File: config.mk
export PLATFORM = sky130hd
export DESIGN_NAME = bfiq_ctrl
export DESIGN_NICKNAME = d
export VERILOG_FILES = /design/src/hdl/bfiq_pkg.sv /design/src/hdl/bfiq_ctrl.sv
export VERILOG_INCLUDE_DIRS = /design/src /design/src/hdl
export SDC_FILE = /design/constraint.sdc
export NUM_CORES = 1
export LEC_CHECK = 0
export ABC_AREA = 1
export BUFFER_PORTS_ARGS = -buffer_cell sky130_fd_sc_hd__buf_2
export CAP_MARGIN = 20
export CORE_MARGIN = 4
export CORE_UTILIZATION = 30
export DETAILED_ROUTE_END_ITERATION = 10
export PLACE_DENSITY = 0.56
export SYNTH_ARGS = -nofsm -noshare
export SYNTH_HDL_FRONTEND = slang
export SYNTH_SLANG_ARGS = --single-unit
File: constraint.sdc
create_clock -name clk_i -period 1.62 [get_ports clk_i]
set_input_delay 0.243 -clock clk_i [delete_from_list [all_inputs] [get_ports clk_i]]
set_output_delay 0.243 -clock clk_i [all_outputs]
set_load 0.01 [all_outputs]
File: src/hdl/bloom_filter_insert_query_defines.svh
// assertion helpers for the bloom filter block
`ifndef BLOOM_FILTER_INSERT_QUERY_DEFINES_SVH
`define BLOOM_FILTER_INSERT_QUERY_DEFINES_SVH

// implication checked on every edge outside reset
`define BFIQ_ASSERT_IMP(label, clk, rst_n, ante, cons, msg) \
  label: assert property (@(posedge clk) disable iff (!rst_n) (ante) |-> (cons)) \
    else $error(msg);

// next-cycle implication
`define BFIQ_ASSERT_NEXT(label, clk, rst_n, ante, cons, msg) \
  label: assert property (@(posedge clk) disable iff (!rst_n) (ante) |=> (cons)) \
    else $error(msg);

`endif

File: src/hdl/bfiq_pkg.sv
package bfiq_pkg;

  localparam logic [31:0] HashSeed = 32'hbc9f1d34;
  localparam logic [31:0] MixC1    = 32'hcc9e2d51;
  localparam logic [31:0] MixC2    = 32'h1b873593;
  localparam logic [31:0] FinC1    = 32'h85ebca6b;
  localparam logic [31:0] FinC2    = 32'hc2b2ae35;
  localparam logic [31:0] RoundAdd = 32'he6546b64;

  localparam logic CmdInsert = 1'b0;
  localparam logic CmdQuery  = 1'b1;

  localparam logic RegBitCount   = 1'b0;
  localparam logic RegProbeCount = 1'b1;

  typedef enum logic [3:0] {
    ST_CLEAR,
    ST_IDLE,
    ST_MIX1,
    ST_MIX2,
    ST_FIN1,
    ST_FIN2,
    ST_FIN3,
    ST_FIN4,
    ST_MOD,
    ST_PROBE,
    ST_WAIT,
    ST_RESULT
  } state_e;

  // hash datapath operations
  typedef enum logic [3:0] {
    OP_NONE,
    OP_BYTE,
    OP_MIX1,
    OP_MIX2,
    OP_ROUND,
    OP_FIN1,
    OP_FIN2,
    OP_FIN3,
    OP_FIN4,
    OP_START,
    OP_STEP
  } hop_e;

  typedef struct packed {
    hop_e op;
    logic mod_start;
    logic mem_rd;
    logic mem_wr;
    logic clr_wr;
    logic hash_clear;
    logic res_clear;
    logic res_check;
  } cmd_t;

  typedef struct packed {
    logic mod_done;
    logic clr_last;
    logic tail_pending;
    logic round_due;
  } stat_t;

endpackage

File: src/hdl/bfiq_ctrl.sv
`include "bloom_filter_insert_query_defines.svh"

module bfiq_ctrl (
  input  logic            clk_i,
  input  logic            rst_ni,
  input  logic            in_valid_i,
  output logic            in_ready_o,
  input  logic            has_byte_i,
  input  logic            last_byte_i,
  input  logic            cmd_i,
  output logic            out_valid_o,
  input  logic            out_ready_o_i,
  output bfiq_pkg::cmd_t  dp_o,
  input  bfiq_pkg::stat_t st_i,
  input  logic            probe_last_i,
  output logic            is_query_o,
  output logic            res_load_o
);

  bfiq_pkg::state_e state_q, state_d;
  logic qry_q, qry_d;
  logic last_q, last_d;

  always_ff @(posedge clk_i or negedge rst_ni) begin
    if (!rst_ni) begin
      state_q <= bfiq_pkg::ST_CLEAR;
      qry_q   <= 1'b0;
      last_q  <= 1'b0;
    end else begin
      state_q <= state_d;
      qry_q   <= qry_d;
      last_q  <= last_d;
    end
  end

  always_comb begin
    state_d     = state_q;
    qry_d       = qry_q;
    last_d      = last_q;
    dp_o        = '0;
    dp_o.op     = bfiq_pkg::OP_NONE;
    in_ready_o  = 1'b0;
    out_valid_o = 1'b0;
    res_load_o  = 1'b0;
    case (state_q)
      bfiq_pkg::ST_CLEAR: begin
        dp_o.clr_wr = 1'b1;
        if (st_i.clr_last) begin
          state_d = bfiq_pkg::ST_IDLE;
        end
      end
      bfiq_pkg::ST_IDLE: begin
        in_ready_o = 1'b1;
        if (in_valid_i) begin
          qry_d  = cmd_i;
          last_d = last_byte_i;
          if (has_byte_i) begin
            dp_o.op = bfiq_pkg::OP_BYTE;
            if (st_i.round_due) begin
              state_d = bfiq_pkg::ST_MIX1;
            end else if (last_byte_i) begin
              state_d = bfiq_pkg::ST_MIX1;
            end
          end else if (last_byte_i) begin
            state_d = st_i.tail_pending ? bfiq_pkg::ST_MIX1 : bfiq_pkg::ST_FIN1;
          end
        end
      end
      bfiq_pkg::ST_MIX1: begin
        dp_o.op = bfiq_pkg::OP_MIX1;
        state_d = bfiq_pkg::ST_MIX2;
      end
      bfiq_pkg::ST_MIX2: begin
        dp_o.op = bfiq_pkg::OP_MIX2;
        // a full block folds in through the wait state, a partial one waits for the finish
        state_d = st_i.tail_pending ? bfiq_pkg::ST_FIN1 : bfiq_pkg::ST_WAIT;
      end
      bfiq_pkg::ST_WAIT: begin
        dp_o.op = bfiq_pkg::OP_ROUND;
        state_d = last_q ? bfiq_pkg::ST_FIN1 : bfiq_pkg::ST_IDLE;
      end
      bfiq_pkg::ST_FIN1: begin
        dp_o.op = bfiq_pkg::OP_FIN1;
        state_d = bfiq_pkg::ST_FIN2;
      end
      bfiq_pkg::ST_FIN2: begin
        dp_o.op = bfiq_pkg::OP_FIN2;
        state_d = bfiq_pkg::ST_FIN3;
      end
      bfiq_pkg::ST_FIN3: begin
        dp_o.op         = bfiq_pkg::OP_FIN3;
        dp_o.hash_clear = 1'b1;
        dp_o.res_clear  = 1'b1;
        state_d         = bfiq_pkg::ST_FIN4;
      end
      bfiq_pkg::ST_FIN4: begin
        dp_o.op        = bfiq_pkg::OP_FIN4;
        dp_o.mod_start = 1'b1;
        state_d        = bfiq_pkg::ST_MOD;
      end
      bfiq_pkg::ST_MOD: begin
        if (st_i.mod_done) begin
          state_d = bfiq_pkg::ST_PROBE;
        end
      end
      bfiq_pkg::ST_PROBE: begin
        dp_o.mem_rd = qry_q;
        dp_o.mem_wr = !qry_q;
        state_d     = bfiq_pkg::ST_RESULT;
      end
      bfiq_pkg::ST_RESULT: begin
        // read bit is back this cycle
        dp_o.res_check = qry_q;
        if (probe_last_i) begin
          res_load_o = 1'b1;
          state_d    = bfiq_pkg::ST_IDLE;
        end else begin
          dp_o.op        = bfiq_pkg::OP_STEP;
          dp_o.mod_start = 1'b1;
          state_d        = bfiq_pkg::ST_MOD;
        end
      end
      default: begin
        state_d = bfiq_pkg::ST_IDLE;
      end
    endcase
    if (state_q == bfiq_pkg::ST_IDLE && out_ready_o_i == 1'b0) begin
      out_valid_o = 1'b0;
    end
  end

  // both branches give the registered command; byte ops come only from idle, rounds after mix
  always_comb begin
    if (dp_o.op == bfiq_pkg::OP_BYTE && state_q == bfiq_pkg::ST_IDLE && has_byte_i &&
        !st_i.round_due && last_byte_i) begin
      is_query_o = qry_q;
    end else begin
      is_query_o = qry_q;
    end
  end

  `BFIQ_ASSERT_IMP(a_ready_idle, clk_i, rst_ni, in_ready_o,
    state_q == bfiq_pkg::ST_IDLE, "ready outside idle")
  `BFIQ_ASSERT_IMP(a_mem_excl, clk_i, rst_ni, dp_o.mem_rd,
    !dp_o.mem_wr && !dp_o.clr_wr, "memory read and write together")
  `BFIQ_ASSERT_NEXT(a_mod_follow, clk_i, rst_ni, dp_o.mod_start,
    state_q == bfiq_pkg::ST_MOD, "divider start not followed by wait")

endmodule

==> flow_summary.json <==
{
  "grt_use_total": 0.134,
  "fmax_mhz": 569,
  "p_sw_frac": 0.494,
  "required_ps": 1380,
  "vias": 820,
  "rr_endpoint": "state_q[2]",
  "avgSynthCellArea_sq_um": 6.07,
  "final_nets": 173,
  "viasPerCell": 4.46,
  "drt_wl_total_microns": 2110,
  "grt_overflow": 0,
  "yosysWarningCount": 0,
  "cp-start-kind": "flop",
  "max_cap_viol_count": 0,
  "critPathKind": "reg2out",
  "status": "finished with violations",
  "core_area_sq_um": 2190,
  "cts_root_buf": "clkbuf_4",
  "hp-class": "in2reg",
  "timing.rr.start": "state_q[3]",
  "dr.pass1.iters": 4,
  "path_buf_inv": 2,
  "drive_gt1_frac": 0.545,
  "holdWs_ps": 239,
  "fill_cells": 204,
  "seqPwrFrac": 0.155,
  "placed_cells": 168,
  "dpl_worst_slack_ps": -10.6,
  "hpwl_microns": 1470,
  "power_density_nw_per_um2": 1910,
  "ys_seq_area_frac": 0.219,
  "yosys-top-cells-area": "dfrtp_1 22%, nand2_1 15%, inv_1 11%",
  "fin_skew_ps": 0.377,
  "die_h_microns": 55.8,
  "crit_path_end": "dp_o[7]",
  "ant_nets": 0,
  "finish.instance_area_sq_um": 1160,
  "layout_min_cycle_time_ps": 1760,
  "grt_antenna_before_repair": 0,
  "clock-sinks": 6,
  "port_buffers": 24,
  "power_frac_comb": 0.787,
  "r2r_slack_ps": 90,
  "grt_pass1_wl_microns": 3400,
  "fin_crit_sh": 1.09,
  "cts_tree": "yes",
  "final_common_cell": "nand2_1",
  "slew_violations": 0,
  "reg2regPathDepth": 10,
  "cts.path.max_buffers": 2,
  "start_util": 0.313,
  "synth_nets": 128,
  "fp.dieW_microns": 55.8,
  "cp.arrival_ps": 1510,
  "p_leak_nw": 0.626,
  "die-area_sq_um": 3110,
  "ys_seq_elements": 6,
  "path_delay_family": "flip-flops",
  "gp_congestion": 0.859,
  "syn_to_final_growth_pct": 69.0,
  "fin_cells": 184,
  "htree_num_levels": 1,
  "critPathLaunch": "state_q[3]",
  "grt_max_degree": 9,
  "synth_top_area_cell": "dfrtp_1",
  "violations": "setup timing",
  "cts_buffers": 3,
  "grt_setup_unrepaired": "yes",
  "hold_viol": 0,
  "path_cells": "inv_2 -> ha_4 -> nand3_4 -> nor2_4 -> nand2_1 -> a31oi_1 -> buf_2",
  "cp.depth": 7,
  "place_area_sq_um": 856,
  "avgRoutedWirePerCell_microns": 11.5,
  "pin_count": 27,
  "drt_iter0_drc": 10,
  "critPathMaxFanout": 3,
  "endpoint_kind": "output port",
  "peakVddDrop_mv": 0.942,
  "worst_skew_pair.late_latency_ps": 230,
  "drc": 0,
  "netlist_instances": 113,
  "clkSlewWorstSetupHoldPaths_ps": 40,
  "rows": 17,
  "finalSetupViolations": 5,
  "synth_area_sq_um": 686,
  "intPower_mw": 1.12,
  "first_global_vias": 804,
  "switchingPower_mw": 1.09,
  "p_clk_frac": 0.058,
  "mostFrequentLayoutCells": "24 x nand2_1, 20 x buf_2, 15 x nor2_1",
  "ys_types": 22,
  "cp_slowest_cell": "dfrtp_1",
  "synth_top_area_share": 0.219,
  "max_stage_delay_ps": 400,
  "power_mw": 2.21,
  "num_antenna_cells": 0,
  "layout_setup_ws_ps": -138
}
==> tightest hold or removal path, cell delays in order <==
cell     delay [ps]
buf_2            70
nand2_1          40
o21ai_0          70
==> cells in the mapped netlist (all sizes together) <==
cell type  number
conb            1
nand3          12
ha              3
dfrtp           6
o21ai           5
nor2           25
nand2          28
a31oi           1
buf             4
o21bai          1
a21oi           3
inv            23
nor3            1
==> power groups by stage <==
stage / clock (mW) / combinational, mW / sequential (mW)
global route: 0.145 / 1.90 / 0.353
global placement: 0 / 1.18 / 0.316
detailed placement: 0 / 1.19 / 0.320
finish: 0.129 / 1.74 / 0.343
floorplan: 0 / 0.881 / 0.264
CTS: 0.139 / 1.42 / 0.324
==> state kept, by name (all words and copies together), names as in the netlist <==
signal      flops
is_query_o      1
last_q          1
state_q         4
==> timing repair <==
| item | CTS | global route |
|---|---|---|
| cloned | 0 | 0 |
| setup buffers | 9 | 7 |
| pin swaps | 3 | 13 |
| hold endpoints to repair | 6 | 0 |
| endpoints found under the setup margin | 11 | 14 |
| gates resized for setup | 17 | 33 |
| hold buffers | 1 | 0 |
==> worst min path at each step <==
stage,startpoint,end,slack [ps],depth (start not counted)
2_1_floorplan,rst_ni,is_query_o,-50,0
3_3_place_gp,rst_ni,last_q,70,1
3_5_place_dp,rst_ni,is_query_o,70,1
4_1_cts,cmd_i,is_query_o,240,3
5_1_grt,cmd_i,is_query_o,250,3
6_report,cmd_i,is_query_o,240,3
==> cell type report <==
class | instances | area (sq um) | area share
clock buffers | 3 | 22.5 | 0.0194
inverters | 23 | 93.8 | 0.0810
multi-input cells | 80 | 538 | 0.464
flip-flops and latches | 6 | 153 | 0.132
well taps | 28 | 35.0 | 0.0302
repair buffers | 44 | 317 | 0.273
==> metal layers <==
layer,track usage,vias up,part of all wire
met1,0.160,372,0.40
li1,-,428,-
met3,0.0278,2,0.050
met4,0.0486,0,0.0090
met5,0,-,0
met2,0.233,18,0.54
==> kinds of logic after synthesis <==
logic type	count (synthesis)	synth area share
simple gates	66	0.447
fa+ha+maj	3	0.0548
other cells	1	0.00547
flops	6	0.219
compound gates	10	0.0894
buf+inv	27	0.184
==> through the flow <==
step / util / TNS, ps
final: 0.529 / -447
after floorplan: - / 0
after global routing: 0.529 / -1090
after CTS: 0.463 / -642
after global placement: 0.391 / 0
after detailed placement: 0.391 / -10.6
Note: power is estimated with default switching activity, not from simulation.
